### config.mk
export PLATFORM = sky130hd
export DESIGN_NAME = core_zone_centroid_filter_flat
export DESIGN_NICKNAME = d
export VERILOG_FILES = /design/src/rtl/core/czc_pkg.sv /design/src/rtl/core/czc_point_if.sv /design/src/rtl/core/czc_result_if.sv /design/src/rtl/core/czc_front.sv /design/src/rtl/core/czc_queue.sv /design/src/rtl/core/czc_back.sv /design/src/rtl/core/core_zone_centroid_filter.sv /design/src/flat_wrapper.sv
export SDC_FILE = /design/constraint.sdc
export NUM_CORES = 2
export LEC_CHECK = 0
export BUFFER_PORTS_ARGS = -buffer_cell sky130_fd_sc_hd__buf_2
export CORE_ASPECT_RATIO = 0.75
export CORE_UTILIZATION = 45
export CTS_CLUSTER_SIZE = 24
export DETAILED_ROUTE_END_ITERATION = 16
export SYNTH_ARGS = -nofsm -noshare
export SYNTH_HDL_FRONTEND = slang
export SYNTH_SLANG_ARGS = --single-unit
### constraint.sdc
create_clock -name clk -period 11.31 [get_ports clk]
set_clock_uncertainty 0.2 [all_clocks]
set_input_delay 1.6965 -clock clk [delete_from_list [all_inputs] [get_ports clk]]
set_output_delay 1.6965 -clock clk [all_outputs]
set_load 0.1 [all_outputs]
### src/rtl/core/czc_pkg.sv
// czc_pkg: register map, configuration record, bounds type and the bounds
// function shared by the core zone centroid filter modules
// depends on nothing
`timescale 1ns / 1ps

package czc_pkg;

  // fixed field widths
  localparam int COORD_W     = 13;
  localparam int SIDE_W      = 14;
  localparam int CFG_INDEX_W = 3;
  localparam int CFG_DATA_W  = 14;
  localparam int REPORT_W    = 16;

  // register indexes
  localparam logic [CFG_INDEX_W-1:0] REG_CORE_MARGIN   = 3'd0;
  localparam logic [CFG_INDEX_W-1:0] REG_IMAGE_WIDTH   = 3'd1;
  localparam logic [CFG_INDEX_W-1:0] REG_IMAGE_HEIGHT  = 3'd2;
  localparam logic [CFG_INDEX_W-1:0] REG_TILE_ORIGIN_X = 3'd3;
  localparam logic [CFG_INDEX_W-1:0] REG_TILE_ORIGIN_Y = 3'd4;
  localparam logic [CFG_INDEX_W-1:0] REG_TILE_WIDTH    = 3'd5;
  localparam logic [CFG_INDEX_W-1:0] REG_TILE_HEIGHT   = 3'd6;

  // reset values
  localparam logic [SIDE_W-1:0] MAX_IMAGE_SIDE  = 14'd8192;
  localparam logic [SIDE_W-1:0] TILE_SIDE_RESET = 14'd1024;

  // depth of the queue between front and back
  localparam int QUEUE_DEPTH = 4;

  typedef struct packed {
    logic [COORD_W-1:0] core_margin;
    logic [SIDE_W-1:0]  image_width;
    logic [SIDE_W-1:0]  image_height;
    logic [COORD_W-1:0] tile_origin_x;
    logic [COORD_W-1:0] tile_origin_y;
    logic [SIDE_W-1:0]  tile_width;
    logic [SIDE_W-1:0]  tile_height;
  } czc_cfg_t;

  // per particle status carried with the sums
  typedef struct packed {
    logic empty;
    logic ovf;
  } czc_flags_t;

  // core interval [lo, hi) on one axis
  typedef struct packed {
    logic [SIDE_W-1:0] lo;
    logic [SIDE_W-1:0] hi;
  } czc_bounds_t;

  function automatic czc_bounds_t axis_bounds(
    input logic [COORD_W-1:0] origin,
    input logic [SIDE_W-1:0]  extent,
    input logic [SIDE_W-1:0]  full,
    input logic [COORD_W-1:0] margin
  );
    czc_bounds_t        b;
    logic [COORD_W-1:0] lo_raw;
    logic [SIDE_W:0]    far_end;
    logic [SIDE_W:0]    hi_raw;
    logic               touch_far;
    logic               no_room;
    lo_raw    = (origin == '0) ? '0 : margin;
    far_end   = {2'b00, origin} + {1'b0, extent};
    touch_far = (far_end >= {1'b0, full});
    hi_raw    = touch_far ? {1'b0, extent} : ({1'b0, extent} - {2'b00, margin});
    no_room   = ($signed(hi_raw) <= $signed({2'b00, lo_raw}));
    if (no_room) begin
      b.lo = '0;
      b.hi = extent;
    end else begin
      b.lo = {1'b0, lo_raw};
      b.hi = hi_raw[SIDE_W-1:0];
    end
    return b;
  endfunction

endpackage

### src/rtl/core/czc_point_if.sv
// czc_point_if: valid/ready channel carrying one contour point
// depends on czc_pkg
`timescale 1ns / 1ps

interface czc_point_if;
  logic                        valid;
  logic                        ready;
  logic [czc_pkg::COORD_W-1:0] point_x;
  logic [czc_pkg::COORD_W-1:0] point_y;
  logic                        last_point;
  logic                        no_points;

  modport source(output valid, point_x, point_y, last_point, no_points, input ready);
  modport sink(input valid, point_x, point_y, last_point, no_points, output ready);
endinterface

### src/rtl/core/czc_result_if.sv
// czc_result_if: valid/ready channel carrying one particle decision
// depends on czc_pkg
`timescale 1ns / 1ps

interface czc_result_if;
  logic                         valid;
  logic                         ready;
  logic                         keep;
  logic [czc_pkg::REPORT_W-1:0] kept_count;
  logic [czc_pkg::REPORT_W-1:0] discarded_count;
  logic                         overflow;

  modport source(output valid, keep, kept_count, discarded_count, overflow, input ready);
  modport sink(input valid, keep, kept_count, discarded_count, overflow, output ready);
endinterface

### src/rtl/core/czc_front.sv
// czc_front: accepts contour points, accumulates sums and point count and
// pushes one record per particle into the queue
// depends on czc_pkg, czc_point_if
`timescale 1ns / 1ps

module czc_front #(
  parameter int MAX_POINTS = 4096
) (
  input  logic              clk,
  input  logic              rst,
  czc_point_if.sink         points,
  input  logic              q_full,
  output logic              q_push,
  output logic [2*(czc_pkg::COORD_W+$clog2(MAX_POINTS+1))+$clog2(MAX_POINTS+1)+
                $bits(czc_pkg::czc_flags_t)-1:0] q_data
);

  localparam int CNT_W = $clog2(MAX_POINTS + 1);
  localparam int SUM_W = czc_pkg::COORD_W + CNT_W;

  logic [SUM_W-1:0] sum_x, sum_x_next;
  logic [SUM_W-1:0] sum_y, sum_y_next;
  logic [CNT_W-1:0] point_count, point_count_next;
  logic             too_many_points, too_many_points_next;
  logic             accept;
  czc_pkg::czc_flags_t flags;

  // room for the point in the stream
  assign points.ready = !q_full;
  assign accept       = points.valid && points.ready;
  assign q_push       = accept && (points.no_points || points.last_point);

  // accumulate unless the contour has reached its point limit
  always_comb begin
    sum_x_next           = sum_x;
    sum_y_next           = sum_y;
    point_count_next     = point_count;
    too_many_points_next = too_many_points;
    if (point_count < CNT_W'(MAX_POINTS)) begin
      sum_x_next       = sum_x + SUM_W'(points.point_x);
      sum_y_next       = sum_y + SUM_W'(points.point_y);
      point_count_next = point_count + 1'b1;
    end else begin
      too_many_points_next = 1'b1;
    end
  end

  // particle record for the back end
  always_comb begin
    if (points.no_points) begin
      flags.empty = 1'b1;
      flags.ovf   = 1'b0;
      q_data      = {flags, {CNT_W{1'b0}}, {SUM_W{1'b0}}, {SUM_W{1'b0}}};
    end else begin
      flags.empty = 1'b0;
      flags.ovf   = too_many_points_next;
      q_data      = {flags, point_count_next, sum_y_next, sum_x_next};
    end
  end

  // accumulator, restarted at every particle boundary
  always_ff @(posedge clk) begin
    if (rst) begin
      sum_x           <= '0;
      sum_y           <= '0;
      point_count     <= '0;
      too_many_points <= 1'b0;
    end else if (accept) begin
      if (q_push) begin
        sum_x           <= '0;
        sum_y           <= '0;
        point_count     <= '0;
        too_many_points <= 1'b0;
      end else begin
        sum_x           <= sum_x_next;
        sum_y           <= sum_y_next;
        point_count     <= point_count_next;
        too_many_points <= too_many_points_next;
      end
    end
  end

endmodule

### src/rtl/core/czc_queue.sv
// czc_queue: small first-in first-out buffer of particle records between
// the front and the back
// depends on nothing
`timescale 1ns / 1ps

module czc_queue #(
  parameter int WIDTH = 64,
  parameter int DEPTH = 4
) (
  input  logic             clk,
  input  logic             rst,
  input  logic             push,
  input  logic [WIDTH-1:0] push_data,
  input  logic             pop,
  output logic [WIDTH-1:0] pop_data,
  output logic             full,
  output logic             valid
);

  localparam int PTR_W = (DEPTH > 1) ? $clog2(DEPTH) : 1;
  localparam int CNT_W = $clog2(DEPTH + 1);

  logic [WIDTH-1:0] entries [DEPTH];
  logic [PTR_W-1:0] wr_ptr;
  logic [PTR_W-1:0] rd_ptr;
  logic [CNT_W-1:0] fill;
  logic             do_push;
  logic             do_pop;

  assign full     = (fill == CNT_W'(DEPTH));
  assign valid    = (fill != '0);
  assign do_push  = push && !full;
  assign do_pop   = pop && valid;
  assign pop_data = entries[rd_ptr];

  // storage
  always_ff @(posedge clk) begin
    if (do_push) begin
      entries[wr_ptr] <= push_data;
    end
  end

  // pointers and fill level
  always_ff @(posedge clk) begin
    if (rst) begin
      wr_ptr <= '0;
      rd_ptr <= '0;
      fill   <= '0;
    end else begin
      if (do_push) begin
        wr_ptr <= (wr_ptr == PTR_W'(DEPTH - 1)) ? '0 : wr_ptr + 1'b1;
      end
      if (do_pop) begin
        rd_ptr <= (rd_ptr == PTR_W'(DEPTH - 1)) ? '0 : rd_ptr + 1'b1;
      end
      if (do_push && !do_pop) begin
        fill <= fill + 1'b1;
      end else if (do_pop && !do_push) begin
        fill <= fill - 1'b1;
      end
    end
  end

endmodule

### src/rtl/core/czc_back.sv
// czc_back: core zone test by cross-multiplication, kept and discarded
// counters and the result output register
// depends on czc_pkg, czc_result_if
`timescale 1ns / 1ps

module czc_back #(
  parameter int MAX_POINTS = 4096,
  parameter int COUNT_BITS = 16
) (
  input  logic              clk,
  input  logic              rst,
  input  czc_pkg::czc_cfg_t cfg,
  input  logic              cfg_clear,
  input  logic              q_valid,
  input  logic [2*(czc_pkg::COORD_W+$clog2(MAX_POINTS+1))+$clog2(MAX_POINTS+1)+
                $bits(czc_pkg::czc_flags_t)-1:0] q_data,
  output logic              q_pop,
  czc_result_if.source      results
);

  localparam int CNT_W  = $clog2(MAX_POINTS + 1);
  localparam int SUM_W  = czc_pkg::COORD_W + CNT_W;
  localparam int PROD_W = czc_pkg::SIDE_W + CNT_W;

  czc_pkg::czc_bounds_t x_bnd;
  czc_pkg::czc_bounds_t y_bnd;

  czc_pkg::czc_flags_t q_flags;
  logic [CNT_W-1:0]    q_count;
  logic [SUM_W-1:0]    q_sum_x;
  logic [SUM_W-1:0]    q_sum_y;

  logic                a_valid;
  czc_pkg::czc_flags_t a_flags;
  logic [SUM_W-1:0]    a_sum_x;
  logic [SUM_W-1:0]    a_sum_y;
  logic [PROD_W-1:0]   a_x_lo;
  logic [PROD_W-1:0]   a_x_hi;
  logic [PROD_W-1:0]   a_y_lo;
  logic [PROD_W-1:0]   a_y_hi;

  logic                  out_valid;
  logic                  out_keep;
  logic                  out_ovf;
  logic [COUNT_BITS-1:0] out_kept;
  logic [COUNT_BITS-1:0] out_disc;

  logic [COUNT_BITS-1:0] kept_total, kept_total_next;
  logic [COUNT_BITS-1:0] discarded_total, discarded_total_next;

  logic advance_out;
  logic load_a;
  logic inside_x;
  logic inside_y;
  logic keep_now;

  assign {q_flags, q_count, q_sum_y, q_sum_x} = q_data;

  // core intervals are registered from the configuration registers
  always_ff @(posedge clk) begin
    x_bnd <= czc_pkg::axis_bounds(cfg.tile_origin_x, cfg.tile_width,
                                  cfg.image_width, cfg.core_margin);
    y_bnd <= czc_pkg::axis_bounds(cfg.tile_origin_y, cfg.tile_height,
                                  cfg.image_height, cfg.core_margin);
  end

  // stall control: the output register frees the pipeline when it is taken
  assign advance_out = !out_valid || results.ready;
  assign load_a      = !a_valid || advance_out;
  assign q_pop       = q_valid && load_a;

  // stage a: interval bounds scaled by the point count
  always_ff @(posedge clk) begin
    if (rst) begin
      a_valid <= 1'b0;
    end else if (load_a) begin
      a_valid <= q_valid;
    end
  end

  always_ff @(posedge clk) begin
    if (q_pop) begin
      a_flags <= q_flags;
      a_sum_x <= q_sum_x;
      a_sum_y <= q_sum_y;
      a_x_lo  <= PROD_W'(x_bnd.lo) * PROD_W'(q_count);
      a_x_hi  <= PROD_W'(x_bnd.hi) * PROD_W'(q_count);
      a_y_lo  <= PROD_W'(y_bnd.lo) * PROD_W'(q_count);
      a_y_hi  <= PROD_W'(y_bnd.hi) * PROD_W'(q_count);
    end
  end

  // stage b: exact centroid test and saturating counters
  assign inside_x = (PROD_W'(a_sum_x) >= a_x_lo) && (PROD_W'(a_sum_x) < a_x_hi);
  assign inside_y = (PROD_W'(a_sum_y) >= a_y_lo) && (PROD_W'(a_sum_y) < a_y_hi);
  assign keep_now = a_flags.empty || (inside_x && inside_y);

  always_comb begin
    kept_total_next      = kept_total;
    discarded_total_next = discarded_total;
    if (keep_now) begin
      if (kept_total != '1) begin
        kept_total_next = kept_total + 1'b1;
      end
    end else begin
      if (discarded_total != '1) begin
        discarded_total_next = discarded_total + 1'b1;
      end
    end
  end

  always_ff @(posedge clk) begin
    if (rst || cfg_clear) begin
      kept_total      <= '0;
      discarded_total <= '0;
    end else if (a_valid && advance_out) begin
      kept_total      <= kept_total_next;
      discarded_total <= discarded_total_next;
    end
  end

  // output register
  always_ff @(posedge clk) begin
    if (rst) begin
      out_valid <= 1'b0;
    end else if (advance_out) begin
      out_valid <= a_valid;
    end
  end

  always_ff @(posedge clk) begin
    if (a_valid && advance_out) begin
      out_keep <= keep_now;
      out_ovf  <= a_flags.ovf;
      out_kept <= kept_total_next;
      out_disc <= discarded_total_next;
    end
  end

  assign results.valid           = out_valid;
  assign results.keep            = out_keep;
  assign results.overflow        = out_ovf;
  assign results.kept_count      = czc_pkg::REPORT_W'(out_kept);
  assign results.discarded_count = czc_pkg::REPORT_W'(out_disc);

endmodule

### src/rtl/core/core_zone_centroid_filter.sv
// core_zone_centroid_filter: top level with configuration registers, front,
// record queue and back
// depends on czc_pkg, czc_point_if, czc_result_if, czc_front, czc_queue, czc_back
`timescale 1ns / 1ps

// Takes one contour point per cycle and gives one transaction per particle,
// at its last point or at a no-points item. A particle's record is written
// into the queue on the accepting edge, then moves through the count
// multipliers into stage a and through the compare and counter stage into
// the output register. The front accumulates sums in one add per point; a
// four-entry queue lets points keep flowing while a result waits to be
// taken, and the input stalls only when that queue is full. Any write to a
// listed register clears the kept and discarded counters; the core interval
// is recomputed into its own register from the written configuration.
module core_zone_centroid_filter #(
  parameter int MAX_POINTS = 4096,
  parameter int COUNT_BITS = 16
) (
  input  logic                             clk,
  input  logic                             rst,
  czc_point_if.sink                        points,
  czc_result_if.source                     results,
  input  logic                             cfg_write_en,
  input  logic [czc_pkg::CFG_INDEX_W-1:0]  cfg_index,
  input  logic [czc_pkg::CFG_DATA_W-1:0]   cfg_data
);

  localparam int CNT_W = $clog2(MAX_POINTS + 1);
  localparam int SUM_W = czc_pkg::COORD_W + CNT_W;
  localparam int REC_W = 2 * SUM_W + CNT_W + $bits(czc_pkg::czc_flags_t);

  czc_pkg::czc_cfg_t cfg;
  logic              cfg_clear;

  logic             q_push;
  logic             q_pop;
  logic             q_full;
  logic             q_valid;
  logic [REC_W-1:0] q_in;
  logic [REC_W-1:0] q_out;

  // configuration registers
  assign cfg_clear = cfg_write_en && (cfg_index <= czc_pkg::REG_TILE_HEIGHT);

  always_ff @(posedge clk) begin
    if (rst) begin
      cfg.core_margin   <= '0;
      cfg.image_width   <= czc_pkg::MAX_IMAGE_SIDE;
      cfg.image_height  <= czc_pkg::MAX_IMAGE_SIDE;
      cfg.tile_origin_x <= '0;
      cfg.tile_origin_y <= '0;
      cfg.tile_width    <= czc_pkg::TILE_SIDE_RESET;
      cfg.tile_height   <= czc_pkg::TILE_SIDE_RESET;
    end else if (cfg_write_en) begin
      unique case (cfg_index)
        czc_pkg::REG_CORE_MARGIN:   cfg.core_margin   <= cfg_data[czc_pkg::COORD_W-1:0];
        czc_pkg::REG_IMAGE_WIDTH:   cfg.image_width   <= cfg_data[czc_pkg::SIDE_W-1:0];
        czc_pkg::REG_IMAGE_HEIGHT:  cfg.image_height  <= cfg_data[czc_pkg::SIDE_W-1:0];
        czc_pkg::REG_TILE_ORIGIN_X: cfg.tile_origin_x <= cfg_data[czc_pkg::COORD_W-1:0];
        czc_pkg::REG_TILE_ORIGIN_Y: cfg.tile_origin_y <= cfg_data[czc_pkg::COORD_W-1:0];
        czc_pkg::REG_TILE_WIDTH:    cfg.tile_width    <= cfg_data[czc_pkg::SIDE_W-1:0];
        czc_pkg::REG_TILE_HEIGHT:   cfg.tile_height   <= cfg_data[czc_pkg::SIDE_W-1:0];
        default: begin
        end
      endcase
    end
  end

  // point accumulation
  czc_front #(
    .MAX_POINTS(MAX_POINTS)
  ) u_front (
    .clk    (clk),
    .rst    (rst),
    .points (points),
    .q_full (q_full),
    .q_push (q_push),
    .q_data (q_in)
  );

  // particle records in flight
  czc_queue #(
    .WIDTH(REC_W),
    .DEPTH(czc_pkg::QUEUE_DEPTH)
  ) u_queue (
    .clk       (clk),
    .rst       (rst),
    .push      (q_push),
    .push_data (q_in),
    .pop       (q_pop),
    .pop_data  (q_out),
    .full      (q_full),
    .valid     (q_valid)
  );

  // decision and counters
  czc_back #(
    .MAX_POINTS(MAX_POINTS),
    .COUNT_BITS(COUNT_BITS)
  ) u_back (
    .clk       (clk),
    .rst       (rst),
    .cfg       (cfg),
    .cfg_clear (cfg_clear),
    .q_valid   (q_valid),
    .q_data    (q_out),
    .q_pop     (q_pop),
    .results   (results)
  );

  // no result survives a reset
  a_reset_clears_output: assert property (@(posedge clk) rst |=> !results.valid)
    else $error("result valid right after reset");

  // the back end never takes a record from an empty queue
  a_pop_needs_record: assert property (@(posedge clk) disable iff (rst)
    q_pop |-> q_valid)
    else $error("record popped from empty queue");

  // the front end never offers a record the queue cannot hold
  a_push_needs_room: assert property (@(posedge clk) disable iff (rst)
    q_push |-> !q_full)
    else $error("record pushed into full queue");

  // a shown decision is always reflected in its own counter
  a_keep_counted: assert property (@(posedge clk) disable iff (rst)
    results.valid && results.keep && (COUNT_BITS <= czc_pkg::REPORT_W)
      |-> results.kept_count != '0)
    else $error("kept particle with zero kept count");

  a_discard_counted: assert property (@(posedge clk) disable iff (rst)
    results.valid && !results.keep && (COUNT_BITS <= czc_pkg::REPORT_W)
      |-> results.discarded_count != '0)
    else $error("discarded particle with zero discarded count");

endmodule

### src/flat_wrapper.sv
// flat-port wrapper written by rule: the top's interface ports become plain ports
module core_zone_centroid_filter_flat 
#(
  parameter int MAX_POINTS = 4096,
  parameter int COUNT_BITS = 16
)
  (clk, rst, cfg_write_en, cfg_index, cfg_data, points_valid, points_point_x, points_point_y, points_last_point, points_no_points, points_ready, results_valid, results_keep, results_kept_count, results_discarded_count, results_overflow, results_ready);
  czc_point_if points_i ();
  czc_result_if results_i ();
  input  logic clk;
  input  logic rst;
  input  logic cfg_write_en;
  input  logic [czc_pkg::CFG_INDEX_W-1:0] cfg_index;
  input  logic [czc_pkg::CFG_DATA_W-1:0] cfg_data;
  input wire logic [$bits(points_i.valid)-1:0] points_valid;
  input wire logic [$bits(points_i.point_x)-1:0] points_point_x;
  input wire logic [$bits(points_i.point_y)-1:0] points_point_y;
  input wire logic [$bits(points_i.last_point)-1:0] points_last_point;
  input wire logic [$bits(points_i.no_points)-1:0] points_no_points;
  output wire logic [$bits(points_i.ready)-1:0] points_ready;
  output wire logic [$bits(results_i.valid)-1:0] results_valid;
  output wire logic [$bits(results_i.keep)-1:0] results_keep;
  output wire logic [$bits(results_i.kept_count)-1:0] results_kept_count;
  output wire logic [$bits(results_i.discarded_count)-1:0] results_discarded_count;
  output wire logic [$bits(results_i.overflow)-1:0] results_overflow;
  input wire logic [$bits(results_i.ready)-1:0] results_ready;
  assign points_i.valid = points_valid;
  assign points_i.point_x = points_point_x;
  assign points_i.point_y = points_point_y;
  assign points_i.last_point = points_last_point;
  assign points_i.no_points = points_no_points;
  assign points_ready = points_i.ready;
  assign results_valid = results_i.valid;
  assign results_keep = results_i.keep;
  assign results_kept_count = results_i.kept_count;
  assign results_discarded_count = results_i.discarded_count;
  assign results_overflow = results_i.overflow;
  assign results_i.ready = results_ready;
  core_zone_centroid_filter #(.MAX_POINTS(MAX_POINTS), .COUNT_BITS(COUNT_BITS)) u_core (.clk(clk), .rst(rst), .points(points_i), .results(results_i), .cfg_write_en(cfg_write_en), .cfg_index(cfg_index), .cfg_data(cfg_data));
endmodule
==> Word level (Yosys, flattened, before mapping) <==
Memory sizes are Yosys's and may differ from the RTL's. A register that Yosys moved wholly into a read port is not among the register bits.
Index checks and enable logic that the tools add are counted.
{ "totals": {"reg_bits": 454, "ramBits": 268, "inputBits": 50, "out_inout_bits": 36, "word_cells": 136, "n_memories": 1} }
{ "op_classes": {"n_addsub": 13, "n_mul": 4, "order_cmp": 10, "n_eq_ne": 11, "muxes": 27, "reduce_logical": 34} }
{ "memory_table": {"columns": ["memory", "depth", "width", "read_ports", "rd_ports_with_merged_regs", "write_ports", "line_no", "text"], "rows": [
  ["u_core.u_queue.entries", 4, 67, 1, 1, 1, "czc_queue.sv:23", "logic [WIDTH-1:0] entries [DEPTH];"]
]} }
{ "op_table": {"columns": ["operator", "n"], "rows": [
  ["$mul A14 B13 Y27", 4],
  ["$mux W26", 4],
  ["$mux W67", 1],
  ["$mux W16", 4],
  ["$ge A26 B27 Y1", 2],
  ["$lt A26 B27 Y1", 2],
  ["$add A26 B13 Y26", 2],
  ["$mux W13", 4],
  ["$add A16 B1 Y16 const B", 2],
  ["$ne A16 B16 Y1 const B", 2],
  ["$add A13 B14 Y15", 2],
  ["$ge A15 B14 Y1", 2],
  ["$le A15 B14 Y1", 2],
  ["$mux W15", 2],
  ["$sub A14 B13 Y15", 2],
  ["$mux W14", 2],
  ["$logic_not A13 Y1", 2],
  ["$reduce_and A2 Y1", 7],
  ["$add A13 B1 Y13 const B", 1],
  ["$lt A13 B13 Y1 const B", 1],
  ["$eq A3 B3 Y1 const B", 4],
  ["$logic_and A1 B1 Y1", 12],
  ["$mux W2", 4],
  ["$eq A3 B2 Y1 const B", 2],
  ["other kinds (13)", 27]
]} }

==> Depth between registers and ports, before layout <==
{ "depth": {"word_depth": 9, "mapped_depth": 31, "depth_no_buf": 28} }

==> Hierarchy <==
Synthesis repeated with hierarchy kept, for this count alone.
{ "unflattened": {"cells_unflattened": 5581, "area_unflattened_um2": 57934.3} }
{ "modules_own_cells": {"columns": ["mod", "n_inst", "cells_per_inst", "area_each_um2", "seq_area_each_um2"], "rows": [
  ["czc_back", 1, 4144, 38682.1, 7647.3],
  ["czc_queue", 1, 400, 10173.5, 8227.9],
  ["czc_front", 1, 696, 5283.8, 1321.3],
  ["core_zone_centroid_filter", 1, 341, 3794.9, 1901.8]
]} }

==> Least setup slack after synthesis <==
No wires, ideal clock.
{ "synth_timing": {"path_kind": "in2reg", "startpoint": "in results_ready", "endpoint": "reg u_core.u_queue.fill[2]", "setup_time_ns": 0.070, "arrival_time_ns": 11.668, "required_ns": 11.040, "setup_slack_ns": -0.628, "cell_stages": 9, "n_path_buf": 0, "path_cell_list": "nor2b_1 -> a21oi_1 -> inv_1 -> ha_1 -> inv_1 -> fa_1 -> xor2_1 -> or3_1 -> a21oi_1"} }
{ "synth_via": {"elab_chain_len": 7, "elab_cells_between_ends": 9, "classes_between": "mux: 1; reduce/logical: 8"} }
{ "synth_lines": {"columns": ["item", "line_no", "text"], "rows": [
  ["start: declaration", "flat_wrapper.sv:26", "input wire logic [$bits(results_i.ready)-1:0] results_ready;"],
  ["$logic_or A1 B1 Y1 *", "czc_back.sv:68", "assign advance_out = !out_valid || results.ready;"],
  ["$logic_or A1 B1 Y1 *", "czc_back.sv:69", "assign load_a = !a_valid || advance_out;"],
  ["$logic_and A1 B1 Y1 *", "czc_back.sv:70", "assign q_pop = q_valid && load_a;"],
  ["named net u_core.q_pop", "core_zone_centroid_filter.sv:36", "logic q_pop;"],
  ["$logic_and A1 B1 Y1 *", "czc_queue.sv:33", "assign do_pop = pop && valid;"],
  ["$logic_not A1 Y1", "czc_queue.sv:56", "if (do_push && !do_pop) begin"],
  ["$logic_and A1 B1 Y1", "czc_queue.sv:56", null],
  ["$mux W3 / $reduce_bool A2 Y1 (equally long branches)", null, null],
  ["end signal: assignment", "czc_queue.sv:57", "fill <= fill + 1'b1;"],
  ["end signal: assignment", "czc_queue.sv:59", "fill <= fill - 1'b1;"],
  ["end: declaration", "czc_queue.sv:26", "logic [CNT_W-1:0] fill;"]
]} }
The timed path passes the listed nets; every way through them passes the cells marked *.
A chain may end at the register's enable or synchronous reset.

==> flow_metrics.env <==
export IMPL_outcome="finished clean"
export IMPL_post_route_period_util_pct=70.1
export IMPL_hold_slack_ns=0.234
export IMPL_clk_path_buf_depth=3
export IMPL_via_count=40300
export IMPL_drive_gt1_share_pct=7.23
export IMPL_h_tree_depth=3
export IMPL_ctsResizeCount=0
export IMPL_cp_start_kind="register"
export IMPL_worst_slew_pin_slew_ns=1.19
export IMPL_crit_path_end_kind="register"
export IMPL_power_density_nw_per_um2=236
export IMPL_cts_tree="yes"
export IMPL_ios=86
export IMPL_final_cell_mix="866 x inv_1, 716 x nand2_1, 535 x ha_1"
export IMPL_synth_compound_area_share_pct=8.66
export IMPL_gr_usage_all_layers_pct=22.3
export IMPL_hold_class="reg2reg"
export IMPL_synthSimpleGateAreaFrac_pct=14.4
export IMPL_maxSlewViolCount=0
export IMPL_synth_enable_flop_cells=464
export IMPL_dieHeight_um=312
export IMPL_setup_viol=0
export IMPL_worst_path_max_fanout=39
export IMPL_portBuffers=85
export IMPL_synthArstFlopShare_pct=0
export IMPL_start_util_pct=45.4
export IMPL_synth_seq_area_share_pct=33.2
export IMPL_rsz0062_at_grt="false"
export IMPL_grt_pass1_vias=39600
export IMPL_grt_overflow=0
export IMPL_drtIter0Drc=3122
export IMPL_layout_commonest_cell="inv_1"
export IMPL_wl_per_cell_um=19.2
export IMPL_viasPerCell=5.43
export IMPL_hold_path_startpoint="u_core.u_back.a_flags[0]"
export IMPL_power_leakage_uw=0.0279
export IMPL_dieArea_um2=129000
export IMPL_final_hold_viol_count=0
export IMPL_post_cts_buffers=0
export IMPL_synth_cell_area_um2=57500
export IMPL_clock_latency_ns=0.71
export IMPL_ys_top_cells_by_area="edfxtp_1 24%, fa_1 18%, ha_1 12%, dfxtp_1 9.0%, inv_1 5.7%"
export IMPL_syn_to_final_growth_pct=8.26
export IMPL_max_freq_ghz=0.126
export IMPL_synth_top_family_by_area="adder cells"
export IMPL_synth_adder_area_share_pct=29.5
export IMPL_slew_limit_headroom_pct=20.4
export IMPL_dp_hpwl_um=106000
export IMPL_routed_wl_um=143000
export IMPL_cts_root_buf="clkbuf_16"
export IMPL_cts_clk_slew_worst_paths_ns=0.07
export IMPL_synth_cells=5712
export IMPL_nNetsFinal=6791
export IMPL_synth_mux_area_fraction_pct=3.87
export IMPL_dr_pass1_iters=6
export IMPL_ant_nets=0
export IMPL_cts_hold_fix_buffers=0
export IMPL_postSynthAreaPerCell_um2=10.1
export IMPL_rows=113
export IMPL_synthFlopType="edfxtp_1"
export IMPL_syn_nets=6812
export IMPL_ir_drop_uv=242
export IMPL_ys_warn_count=0
export IMPL_arrival_ns=8.17
export IMPL_clock_sinks=722
export IMPL_yosysTopAreaCell="edfxtp_1"
export IMPL_ys_types=87
export IMPL_die_width_um=415
export IMPL_finalSetupTns_ns=0
export IMPL_drc_errors=0
export IMPL_crit_required_ns=11.55
export IMPL_numCtsBuffers=77
export IMPL_drv_cap=0
export IMPL_yosys_area_share_xor_xnor_pct=3.03
export IMPL_synth_seq_cells=722
export IMPL_grt_first_pass_wirelength_um=227000
export IMPL_synth_top_area_share_pct=24.2
export IMPL_antenna_found_initial=6
export IMPL_coreArea_um2=127000
export IMPL_final_min_clock_period_ns=7.93
export IMPL_gp_congestion=0.843
export IMPL_grt_max_degree=78
export IMPL_path_class="reg2reg"
-- worst paths after layout --
kind,slack [ns],cells after the start,endpoint
worst max register to register,3.38,22,u_core.u_back.a_x_hi[26]
worst min register to register,0.23,0,u_core.u_back.results.overflow
worst min-delay path,0.23,0,u_core.u_back.results.overflow
worst max-delay path,3.38,22,u_core.u_back.a_x_hi[26]
-- flip-flops by register name, summed over array words and instances (netlist names), 2 cells and up, named ones only --
signal and cells:
u_core.u_back.a_x_lo 27, u_core.u_back.discarded_total 16, u_core.u_back.a_y_hi 27, u_core.u_front.sum_x 26, u_core.u_queue.entries 268, u_core.u_queue.fill 3, u_core.u_back.a_y_lo 27, u_core.cfg 95
u_core.u_back.a_sum_x 26, u_core.u_back.kept_total 16, u_core.u_back.y_bnd 27, u_core.u_back.a_sum_y 26, u_core.u_front.sum_y 26, u_core.u_queue.rd_ptr 2, u_core.u_queue.wr_ptr 2, u_core.u_back.a_x_hi 27
u_core.u_back.results.kept_count 16, u_core.u_front.point_count 13, u_core.u_back.x_bnd 27, u_core.u_back.results.discarded_count 16, u_core.u_back.a_flags 2
-- synthesized netlist by cell type (8+ instances only) --
master     instances
o21a_1            33
or4_1             11
a2111oi_0         12
xnor2_1          140
or2_2             10
nor2b_1           42
buf_2             10
a21oi_1          287
inv_1            867
ha_1             535
a211oi_1          14
and4_1            11
mux4_2            67
nand2_1          716
clkbuf_1         191
o211ai_1          18
a211o_1           12
or3_1             27
nor2_1           243
nor3_1            66
a31oi_1           35
nor4_1            13
a21o_1            75
xor2_1            59
and3_1            71
nand2b_1          35
o31ai_1           26
nand3_1           80
dfxtp_1          258
mux2_2            43
nand4_1           37
a22oi_1           17
fa_1             515
a41o_1             8
and2_1           347
a41oi_1            8
o21ai_0          127
edfxtp_1         464
buf_1             33
o21bai_1          17
mux2i_1           21
a31o_2             9
-- cells by family after synthesis --
kind of cell,Yosys count
XOR/XNOR,199
AND/OR/NAND/NOR,1727
buffers and inverters,1106
AO/OA/AOI/OAI,775
flip-flops,722
multiplexers,133
adder cells (fa/ha/maj),1050
-- metal layers --
layer	vias to the layer above	global-route usage, %	routed length [µm]
li1	19000	-	-
met3	150	4.52	9720
met5	-	0	13
met1	20300	33.3	68400
met4	2	4.97	2930
met2	976	33.3	61700
-- critical path, cell delays in order, from the launching register on --
cell,delay [ns]
dfxtp_4,0.52
buf_4,0.41
mux4_2,0.97
and2_1,0.36
fa_1,0.51
inv_1,0.06
fa_1,0.54
inv_1,0.05
fa_1,0.45
fa_1,0.51
inv_1,0.06
fa_1,0.48
inv_1,0.05
ha_1,0.34
a21o_1,0.18
a21o_1,0.19
a2111oi_2,0.35
o31ai_1,0.18
o41a_1,0.35
and4_1,0.25
a2111oi_4,0.36
a21oi_1,0.13
xnor2_1,0.14
-- per-stage QoR --
stage	utilization, %	cell area [µm²]	power [µW]	instances	setup WS, ns
2_1_floorplan	-	57600	9630	5712	3.29
5_1_grt	49.2	62300	15900	7422	2.90
6_report	49.2	62300	14700	7424	3.38
4_1_cts	49.2	62300	14900	7421	3.33
3_3_place_gp	47.0	59600	12000	7278	3.43
3_5_place_dp	47.0	59600	12100	7278	3.36
-- where the power goes --
part           switching, µW  internal [µW]  total, µW
clock network           1170           1530       2710
registers                429           3610       4040
logic                   5010           2950       7960
-- cell type report --
class	instances	area, µm²
Antenna cell	2	5.00
Clock buffer	94	2070
Clock inverter	49	632
Fill cell	11700	64400
Inverter	869	3260
Multi-Input combinational cell	3884	34300
Sequential cell	722	19100
Tap cell	1667	2090
Timing Repair Buffer	137	822
Power figures use the tool's default switching activity.
